## config.mk

```make
export PLATFORM = sky130hd
export DESIGN_NAME = tdh_cell
export DESIGN_NICKNAME = d
export VERILOG_FILES = /design/src/rtl/tdh_pkg.sv /design/src/rtl/tdh_cell.sv
export SDC_FILE = /design/constraint.sdc
export NUM_CORES = 1
export LEC_CHECK = 0
export CORE_ASPECT_RATIO = 2
export CORE_MARGIN = 1.5
export CORE_UTILIZATION = 45
export CTS_CLUSTER_DIAMETER = 60
export DETAILED_ROUTE_END_ITERATION = 8
export DONT_BUFFER_PORTS = 1
export PLACE_DENSITY = 0.63
export SLEW_MARGIN = 15
export SYNTH_ARGS = -nofsm -noshare
export SYNTH_HDL_FRONTEND = slang
export SYNTH_SLANG_ARGS = --single-unit
```

## constraint.sdc

```tcl
create_clock -name clk -period 2.25 [get_ports clk]
set_clock_uncertainty 0.05 [all_clocks]
set_input_delay 0.3375 -clock clk [delete_from_list [all_inputs] [get_ports clk]]
set_output_delay 0.3375 -clock clk [all_outputs]
set_load 0.05 [all_outputs]
```

## src/rtl/tdh_pkg.sv

```systemverilog
// Shared types, codes and sizes for the tile dedupe hash table.
package tdh_pkg;

  // Table size and the widths that follow from it
  localparam int TABLE_ENTRIES = 256;
  localparam int CNT_W         = $clog2(TABLE_ENTRIES + 1);
  localparam int IDX_OUT_W     = 8;
  localparam int HASH_W        = 32;
  localparam int PAL_W         = 3;
  localparam int CFG_IDX_W     = 1;
  localparam int CFG_DATA_W    = 1;

  typedef enum logic [1:0] {
    ST_OK        = 2'd0,
    ST_NOT_FOUND = 2'd1,
    ST_FULL      = 2'd2
  } tdh_status_t;

  typedef enum logic {
    KIND_LOOKUP = 1'b0,
    KIND_INSERT = 1'b1
  } tdh_kind_t;

  typedef enum logic [CFG_IDX_W-1:0] {
    CFG_DEDUPE_FLIPS    = 1'b0,
    CFG_DEDUPE_PALETTES = 1'b1
  } tdh_cfg_reg_t;

  // One stored table entry
  typedef struct packed {
    logic [HASH_W-1:0] h_plain;
    logic [HASH_W-1:0] h_x;
    logic [HASH_W-1:0] h_y;
    logic [HASH_W-1:0] h_xy;
    logic [PAL_W-1:0]  pal;
  } tdh_entry_t;

  // Settings broadcast to every cell
  typedef struct packed {
    logic             dedupe_flips;
    logic             dedupe_palettes;
    logic [CNT_W-1:0] count;
  } tdh_ctl_t;

  // Search token handed from cell to cell
  typedef struct packed {
    logic              valid;
    logic [HASH_W-1:0] key;
    logic [PAL_W-1:0]  pal;
    logic [CNT_W-1:0]  pos;
    logic              hit;
    logic              flip_x;
    logic              flip_y;
    logic              differ;
  } tdh_pkt_t;

  // One result item
  typedef struct packed {
    tdh_status_t          status;
    logic [IDX_OUT_W-1:0] tile_index;
    logic                 flip_x;
    logic                 flip_y;
    logic                 palette_override_valid;
    logic [PAL_W-1:0]     palette_override;
  } tdh_res_t;

endpackage

```

## src/rtl/tdh_cell.sv

```systemverilog
// One table cell: holds an entry and checks the passing search token against it.
module tdh_cell (
  input  logic                clk,
  input  logic                rst_n,
  input  logic                wr_en,
  input  tdh_pkg::tdh_entry_t wr_entry,
  input  tdh_pkg::tdh_ctl_t   ctl,
  input  tdh_pkg::tdh_pkt_t   pkt_i,
  output tdh_pkg::tdh_pkt_t   pkt_o
);

  tdh_pkg::tdh_entry_t entry_r;
  tdh_pkg::tdh_pkt_t   pkt_r;
  tdh_pkg::tdh_pkt_t   pkt_nxt;
  logic                active;
  logic                pal_ok;
  logic                m_plain, m_x, m_y, m_xy;

  // Hold the entry written at insert
  always_ff @(posedge clk) begin
    if (wr_en) begin
      entry_r <= wr_entry;
    end
  end

  // Compare the key; plain first, then X, Y, XY when flips are enabled
  always_comb begin
    active  = pkt_i.valid && !pkt_i.hit && (pkt_i.pos < ctl.count);
    pal_ok  = (entry_r.pal == pkt_i.pal) || ctl.dedupe_palettes;
    m_plain = pal_ok && (entry_r.h_plain == pkt_i.key);
    m_x     = pal_ok && ctl.dedupe_flips && (entry_r.h_x == pkt_i.key);
    m_y     = pal_ok && ctl.dedupe_flips && (entry_r.h_y == pkt_i.key);
    m_xy    = pal_ok && ctl.dedupe_flips && (entry_r.h_xy == pkt_i.key);
    pkt_nxt = pkt_i;
    if (active) begin
      if (m_plain || m_x || m_y || m_xy) begin
        pkt_nxt.hit    = 1'b1;
        pkt_nxt.differ = (entry_r.pal != pkt_i.pal);
        if (m_plain) begin
          pkt_nxt.flip_x = 1'b0;
          pkt_nxt.flip_y = 1'b0;
        end else if (m_x) begin
          pkt_nxt.flip_x = 1'b1;
          pkt_nxt.flip_y = 1'b0;
        end else if (m_y) begin
          pkt_nxt.flip_x = 1'b0;
          pkt_nxt.flip_y = 1'b1;
        end else begin
          pkt_nxt.flip_x = 1'b1;
          pkt_nxt.flip_y = 1'b1;
        end
      end else begin
        pkt_nxt.pos = pkt_i.pos + 1'b1;
      end
    end
  end

  // Advance the token to the next cell
  always_ff @(posedge clk) begin
    if (!rst_n) begin
      pkt_r.valid <= 1'b0;
    end else begin
      pkt_r <= pkt_nxt;
    end
  end

  assign pkt_o = pkt_r;

endmodule

```

==> results of run 1 <==
-- synth_stat cells, drive strengths merged --
library cell    n  share of area
nor2b           1        0.00085
nand4b          1         0.0032
nand2           4         0.0020
nor3            6         0.0048
ha              9          0.015
xor2           39          0.046
nor2            2         0.0010
or2b            1         0.0010
a221o           1         0.0014
nand4          28          0.024
nand3           6         0.0048
mux2            3         0.0061
nor4           16          0.014
and2b           1         0.0012
and3            2         0.0017
or2             1         0.0012
dfxtp           1         0.0027
and4            1         0.0012
nand2b          2         0.0027
o21ai           1         0.0012
a31oi           2         0.0026
edfxtp        179           0.73
a21oi           3         0.0020
a21o            3         0.0031
and2            1        0.00085
inv            10         0.0051
xnor2         100           0.12
-- kinds of logic after synthesis --
kind of cell / Yosys count / synth area share
DFF: 180 / 0.7331
xor gates and xnor gates: 139 / 0.1654
and+or+nand+nor: 73 / 0.06477
AOI/OAI and AO/OA: 10 / 0.01020
buffers and inverters: 10 / 0.005101
adders and majority gates: 9 / 0.01530
muxes: 3 / 0.006120
-- metrics by stage --
stage	TNS (ns)	cells	worst slack [ns]	util
after floorplan	0	424	0.02759	-
after global placement	-0.3635	641	-0.07433	0.4805
after detailed placement	-0.6549	641	-0.09694	0.4805
==> metrics.txt, run 1 <==
Yosys reg bits=180; placed wire-length estimate=11410 um; IO buf count=0; initial core utilization=0.4570; DIE HEIGHT=183.9 um; Error=[ERROR RSZ-0060] Max buffer count reached.; RD Place Congestion=0.7521; post-synthesis sequential area ratio=0.7331; # rows=66; Post-CTS Hold Buffers=136; H-tree levels=4; Post-Syn Instances=424; Die W=93.43 um; Ys Warns=0; Failed at=clock tree synthesis; Inserted Clock Buffers=17; CTS Buffer Depth=2; CTS root buffer=clkbuf_16; Synth Cell Area=7360 um2; cts repair resizes=3; # Post-CTS Setup Buffers=2; syn avg cell area=17.36 um2; clk sink count=180; IO Count=243; status=stopped before the end; syn nets=627; Netlist cell types=32; placed cell areas=7737 um2
==> run 2: changes to the inputs <==
--- a/config.mk
+++ b/config.mk
@@ -5,13 +5,11 @@
 export SDC_FILE = /design/constraint.sdc
 export NUM_CORES = 1
 export LEC_CHECK = 0
-export CORE_ASPECT_RATIO = 2
 export CORE_MARGIN = 1.5
-export CORE_UTILIZATION = 45
-export CTS_CLUSTER_DIAMETER = 60
+export CORE_UTILIZATION = 30
 export DETAILED_ROUTE_END_ITERATION = 8
 export DONT_BUFFER_PORTS = 1
-export PLACE_DENSITY = 0.63
+export PLACE_DENSITY_LB_ADDON = 0.15
 export SLEW_MARGIN = 15
 export SYNTH_ARGS = -nofsm -noshare
 export SYNTH_HDL_FRONTEND = slang
==> constraint.sdc (replaced) <==
create_clock -name clk -period 2.95 [get_ports clk]
set_clock_uncertainty 0.05 [all_clocks]
set_input_delay 0.4425 -clock clk [delete_from_list [all_inputs] [get_ports clk]]
set_output_delay 0.4425 -clock clk [all_outputs]
set_load 0.05 [all_outputs]
==> run 2 against run 1 <==
  * The flow now finishes without violations
  * Synthesized area stayed put
  * Synthesized cell count is the same
==> metrics.txt, run 2 <==
status=completed; via/cell ratio=4.562; combinational fraction of design power=0.050; Yosys reg bits=180; multi-input logic area=1927 um2; syn avg cell area=17.36 um2; clk sink count=180; clk_lat worst skew=0.42 ns; maximum clock frequency=378.6 MHz; CP required=3.07 ns; CTS root buffer=clkbuf_16; wire per inst=22.91 um; DRC errors left=0; Worst setup SP type=register; IO Count=243; Max-Cap Viols=0; Tcrit/Tclk final=0.8953; final core utilization=0.3454; vias in the first global route=3826; setup total negative slack=0 ns; Post-CTS Hold Buffers=0; Slew Viols, Final=0; Area Overhead vs Synth=13.46%; fraction of registers with async set/reset=0; syn nets=627; final hold vios=0; Ys Warns=0; IO buf count=0; max reg flops=131; NetSw=1365 uW; Top reg by flops=entry_r; Inserted Clock Buffers=17; Reg clk slew, reported paths=0.07 ns; min-delay worst type=in2reg; first-pass GRT wire length=25790 um; placed wire-length estimate=13120 um; CTS tree=yes; pin count of the biggest net entering global routing=132; DRT Pass-1 Iters=4; placed cell areas=7802 um2; Vias=3590; drt total wl=18030 um; filler cell count=2307; ys flop type=edfxtp_1; register area=5395 um2; Worst Tran Pin Value=0.5361 ns; kind of critical path=reg2reg; CTS Buffer Depth=2; Post-Syn Instances=424; GRT overflow=0; core box area=24180 um2; DP Worst Slack=0.1442 ns; RSZ-0062 raised after global routing=false; cell-internal power=4375 uW; Critical Path End Type=register; # Post-CTS Setup Buffers=0; die area=25480 um2; crit path max fanout=9; design area=8351 um2; maximum vdd drop=0.3846 mV; Nets=651; largest area contributor in the netlist=edfxtp_1; part of the power in registers=0.579; Power Dens Cells=687.3 nW/um2; DIE HEIGHT=159.6 um; most common cell after layout, fill and taps aside=edfxtp_1; initial core utilization=0.3044; fraction of layout cells with a size suffix above 1=0.09565; Setup WS post-layout=0.3089 ns; All-Layer GR Usage=0.1436; RD Place Congestion=0.7518; Synth Cell Area=7360 um2; dpl cells=753; Synth top area share=0.7304; H-tree levels=4; Tmin final=2.641 ns; top cells by count, synth=179 x edfxtp_1, 100 x xnor2_1, 39 x xor2_1, 28 x nand4_1, 15 x nor4_1; post-synthesis sequential area ratio=0.7331; Post-Layout Cell Count=787; most numerous cell in the Yosys netlist=edfxtp_1; Leak=0.002703 uW; cts repair resizes=0; Die W=159.6 um; Detail Route Antenna Nets=0; initial antenna violation count=4; most frequent cells in the layout=179 x edfxtp_1, 100 x xnor2_1, 39 x xor2_1; detailed router's first-iteration violation count=206; endpoints failing setup=0; Netlist cell types=32; WP data arrival=2.76 ns; # rows=57; main area contributors after synthesis=edfxtp_1 73%, xnor2_1 12%, xor2_1 4.6%; Post-synth EDFFs=179; Clk pwr share=0.371; headroom to the max-slew limit=0.6434; switching share of power=0.2377
## run 2: cell counts after synthesis
Identical to the previous run, type by type.
## run 2: cell type report
type	count	area share
Antenna cell	3	0.0008990
Inverter	10	0.004495
Tap cell	324	0.04855
Multi-Input combinational cell	234	0.2307
Sequential cell	180	0.6461
Clock buffer	18	0.05139
Clock inverter	13	0.01334
Timing Repair Buffer	5	0.004495
## run 2: cells by family (layout without fill, tap and decap cells)
family / count (synthesis) / in the layout / share of synthesized area
AOI/OAI and AO/OA: 10 / 10 / 0.01020
xor gates and xnor gates: 139 / 139 / 0.1654
adders and majority gates: 9 / 9 / 0.01530
buffers and inverters: 10 / 46 / 0.005101
DFF: 180 / 180 / 0.7331
muxes: 3 / 3 / 0.006120
other: 0 / 3 / 0
and+or+nand+nor: 73 / 73 / 0.06477
## run 2: metal layers
metal,GRT usage,wire [um],up-vias
li1,-,-,1643
met3,0.05714,1426,10
met4,0.04503,166,2
met5,0,19,-
met2,0.2297,8636,153
met1,0.1782,7783,1782
## run 2: power groups by stage
stage | Combinational (uW) | Clock [uW] | Sequential, uW
6_report | 285 | 2130 | 3320
5_1_grt | 321 | 2310 | 3340
4_1_cts | 294 | 2220 | 3330
3_5_place_dp | 291 | 0 | 3380
3_3_place_gp | 289 | 0 | 3380
2_1_floorplan | 236 | 0 | 3360
## run 2: worst max-delay path: stages, from the launching register on
cell      delay, ns
edfxtp_1       0.38
xnor2_1        0.16
nand4_1        0.27
nor4_1         0.55
buf_4          0.20
nand3_1        0.11
nand4b_4       0.21
or2_4          0.17
mux2_4         0.29
## run 2: worst paths after layout
kind	start	to	slack (ns)	cells after the start
max	entry_r[11]	pkt_o[5]	0.31	8
min	wr_entry[28]	entry_r[28]	0.07	0
max reg2reg	entry_r[11]	pkt_o[5]	0.31	8
min reg2reg	entry_r[1]	pkt_o[0]	0.70	3
## run 2: through the flow
stage	hold WS, ns	total power (uW)
after global routing	0.03127	5973
after CTS	0.04172	5838
after global placement	0.4914	3668
after detailed placement	0.4914	3674
after floorplan	0.4914	3595
final	0.06535	5740
(Power assumes the default switching activity.)
==> run 3: changes to the inputs <==
--- a/config.mk
+++ b/config.mk
@@ -7,6 +7,7 @@
 export LEC_CHECK = 0
 export CORE_MARGIN = 1.5
 export CORE_UTILIZATION = 30
+export CTS_BUF_LIST = sky130_fd_sc_hd__clkbuf_8 sky130_fd_sc_hd__clkbuf_16
 export DETAILED_ROUTE_END_ITERATION = 8
 export DONT_BUFFER_PORTS = 1
 export PLACE_DENSITY_LB_ADDON = 0.15
==> run 3 against run 2 <==
  * Flip-flop and latch count stayed put
  * First-iteration DRC count stayed put
  * Sequential power hardly changed
  * Worst hold slack stayed put
  * Cell area stayed put
  * Utilization stayed put
  * Cell count stayed put
  * Combinational power hardly changed
  * Non-clock buffer count stayed put
==> metrics.txt, run 3 (same netlist as run 2, synthesis figures left out) <==
min-delay worst type=in2reg; Nets=651; Tcrit/Tclk final=0.8953; clk_lat worst skew=0.42 ns; initial core utilization=0.3044; NetSw=1365 uW; Clk pwr share=0.371; IO Count=243; cell-internal power=4372 uW; cts repair resizes=0; CTS Buffer Depth=2; switching share of power=0.2379; via/cell ratio=4.562; placed wire-length estimate=13120 um; max reg flops=131; Post-CTS Hold Buffers=0; Power Dens Cells=686.9 nW/um2; IO buf count=0; headroom to the max-slew limit=0.6434; pin count of the biggest net entering global routing=132; endpoints failing setup=0; setup total negative slack=0 ns; Reg clk slew, reported paths=0.07 ns; DIE HEIGHT=159.6 um; fraction of layout cells with a size suffix above 1=0.09565; part of the power in registers=0.579; clk sink count=180; core box area=24180 um2; WP data arrival=2.76 ns; Max-Cap Viols=0; status=completed; Area Overhead vs Synth=13.46%; Slew Viols, Final=0; RSZ-0062 raised after global routing=false; Tmin final=2.641 ns; H-tree levels=4; DRT Pass-1 Iters=4; RD Place Congestion=0.7518; All-Layer GR Usage=0.1436; wire per inst=22.91 um; first-pass GRT wire length=25790 um; CP max stage delay=0.55 ns; most common cell after layout, fill and taps aside=edfxtp_1; die area=25480 um2; Worst setup SP type=register; maximum vdd drop=0.3845 mV; Vias=3590; drt total wl=18030 um; Critical Path End Type=register; Die W=159.6 um; final hold vios=0; GRT overflow=0; initial antenna violation count=4; DRC errors left=0; kind of critical path=reg2reg; detailed router's first-iteration violation count=206; combinational fraction of design power=0.050; most frequent cells in the layout=179 x edfxtp_1, 100 x xnor2_1, 39 x xor2_1; # rows=57; Worst Tran Pin Value=0.5361 ns; CTS root buffer=clkbuf_16; Top reg by flops=entry_r; CP required=3.07 ns; design area=8351 um2; CTS tree=yes; placed cell areas=7802 um2; CP bufs+invs=1; Leak=0.002707 uW; # Post-CTS Setup Buffers=0; R2R setup slack=0.31 ns; Worst path top cell family by delay=simple AND/OR/NAND/NOR gates; maximum clock frequency=378.6 MHz; Slowest-stage cell, CP=nor4_1; Inserted Clock Buffers=17; CP cell instances=xnor2_1 -> nand4_1 -> nor4_1 -> buf_4 -> nand3_1 -> nand4b_4 -> or2_4 -> mux2_4; crit path max fanout=9; vias in the first global route=3826; Detail Route Antenna Nets=0
run 3: power groups by stage:
stage	clock network [uW]	logic [uW]	registers, uW
2_1_floorplan	0	236	3360
3_3_place_gp	0	289	3380
3_5_place_dp	0	291	3380
4_1_cts	2210	294	3330
5_1_grt	2300	321	3340
6_report	2130	285	3320
run 3: final cells by class:
cell class | count | area (um2)
Antenna cell | 3 | 7.507
Clock buffer | 17 | 425.4
Inverter | 10 | 37.54
Sequential cell | 180 | 5395
Tap cell | 324 | 405.4
Timing Repair Buffer | 5 | 37.54
Clock inverter | 14 | 115.1
Fill cell | 2307 | 15830
Multi-Input combinational cell | 234 | 1927
run 3: metal layers:
layer / share of wire / GRT usage / routed length (um) / vias to the layer above
met5: 0.0011 / 0 / 19 / -
met4: 0.0092 / 0.04503 / 166 / 2
met3: 0.079 / 0.05714 / 1426 / 10
met2: 0.48 / 0.2297 / 8636 / 153
met1: 0.43 / 0.1782 / 7782 / 1782
li1: - / - / - / 1643
run 3: worst paths after layout:
| path | cells after the start | start | end |
|---|---|---|---|
| setup / recovery | 8 | entry_r[11] | pkt_o[5] |
| hold / removal | 0 | wr_entry[28] | entry_r[28] |
| setup reg to reg | 8 | entry_r[11] | pkt_o[5] |
| hold reg to reg | 3 | entry_r[1] | pkt_o[0] |
run 3: stage by stage:
step	utilization	power, uW	cells	hold slack, ns	setup WS (ns)
3_5_place_dp	0.3227	3674	753	0.4914	0.1442
4_1_cts	0.3451	5835	784	0.04172	0.2099
6_report	0.3454	5736	787	0.06535	0.3089
5_1_grt	0.3452	5970	785	0.03127	0.1240
2_1_floorplan	-	3595	424	0.4914	0.5588
3_3_place_gp	0.3227	3668	753	0.4914	0.2010
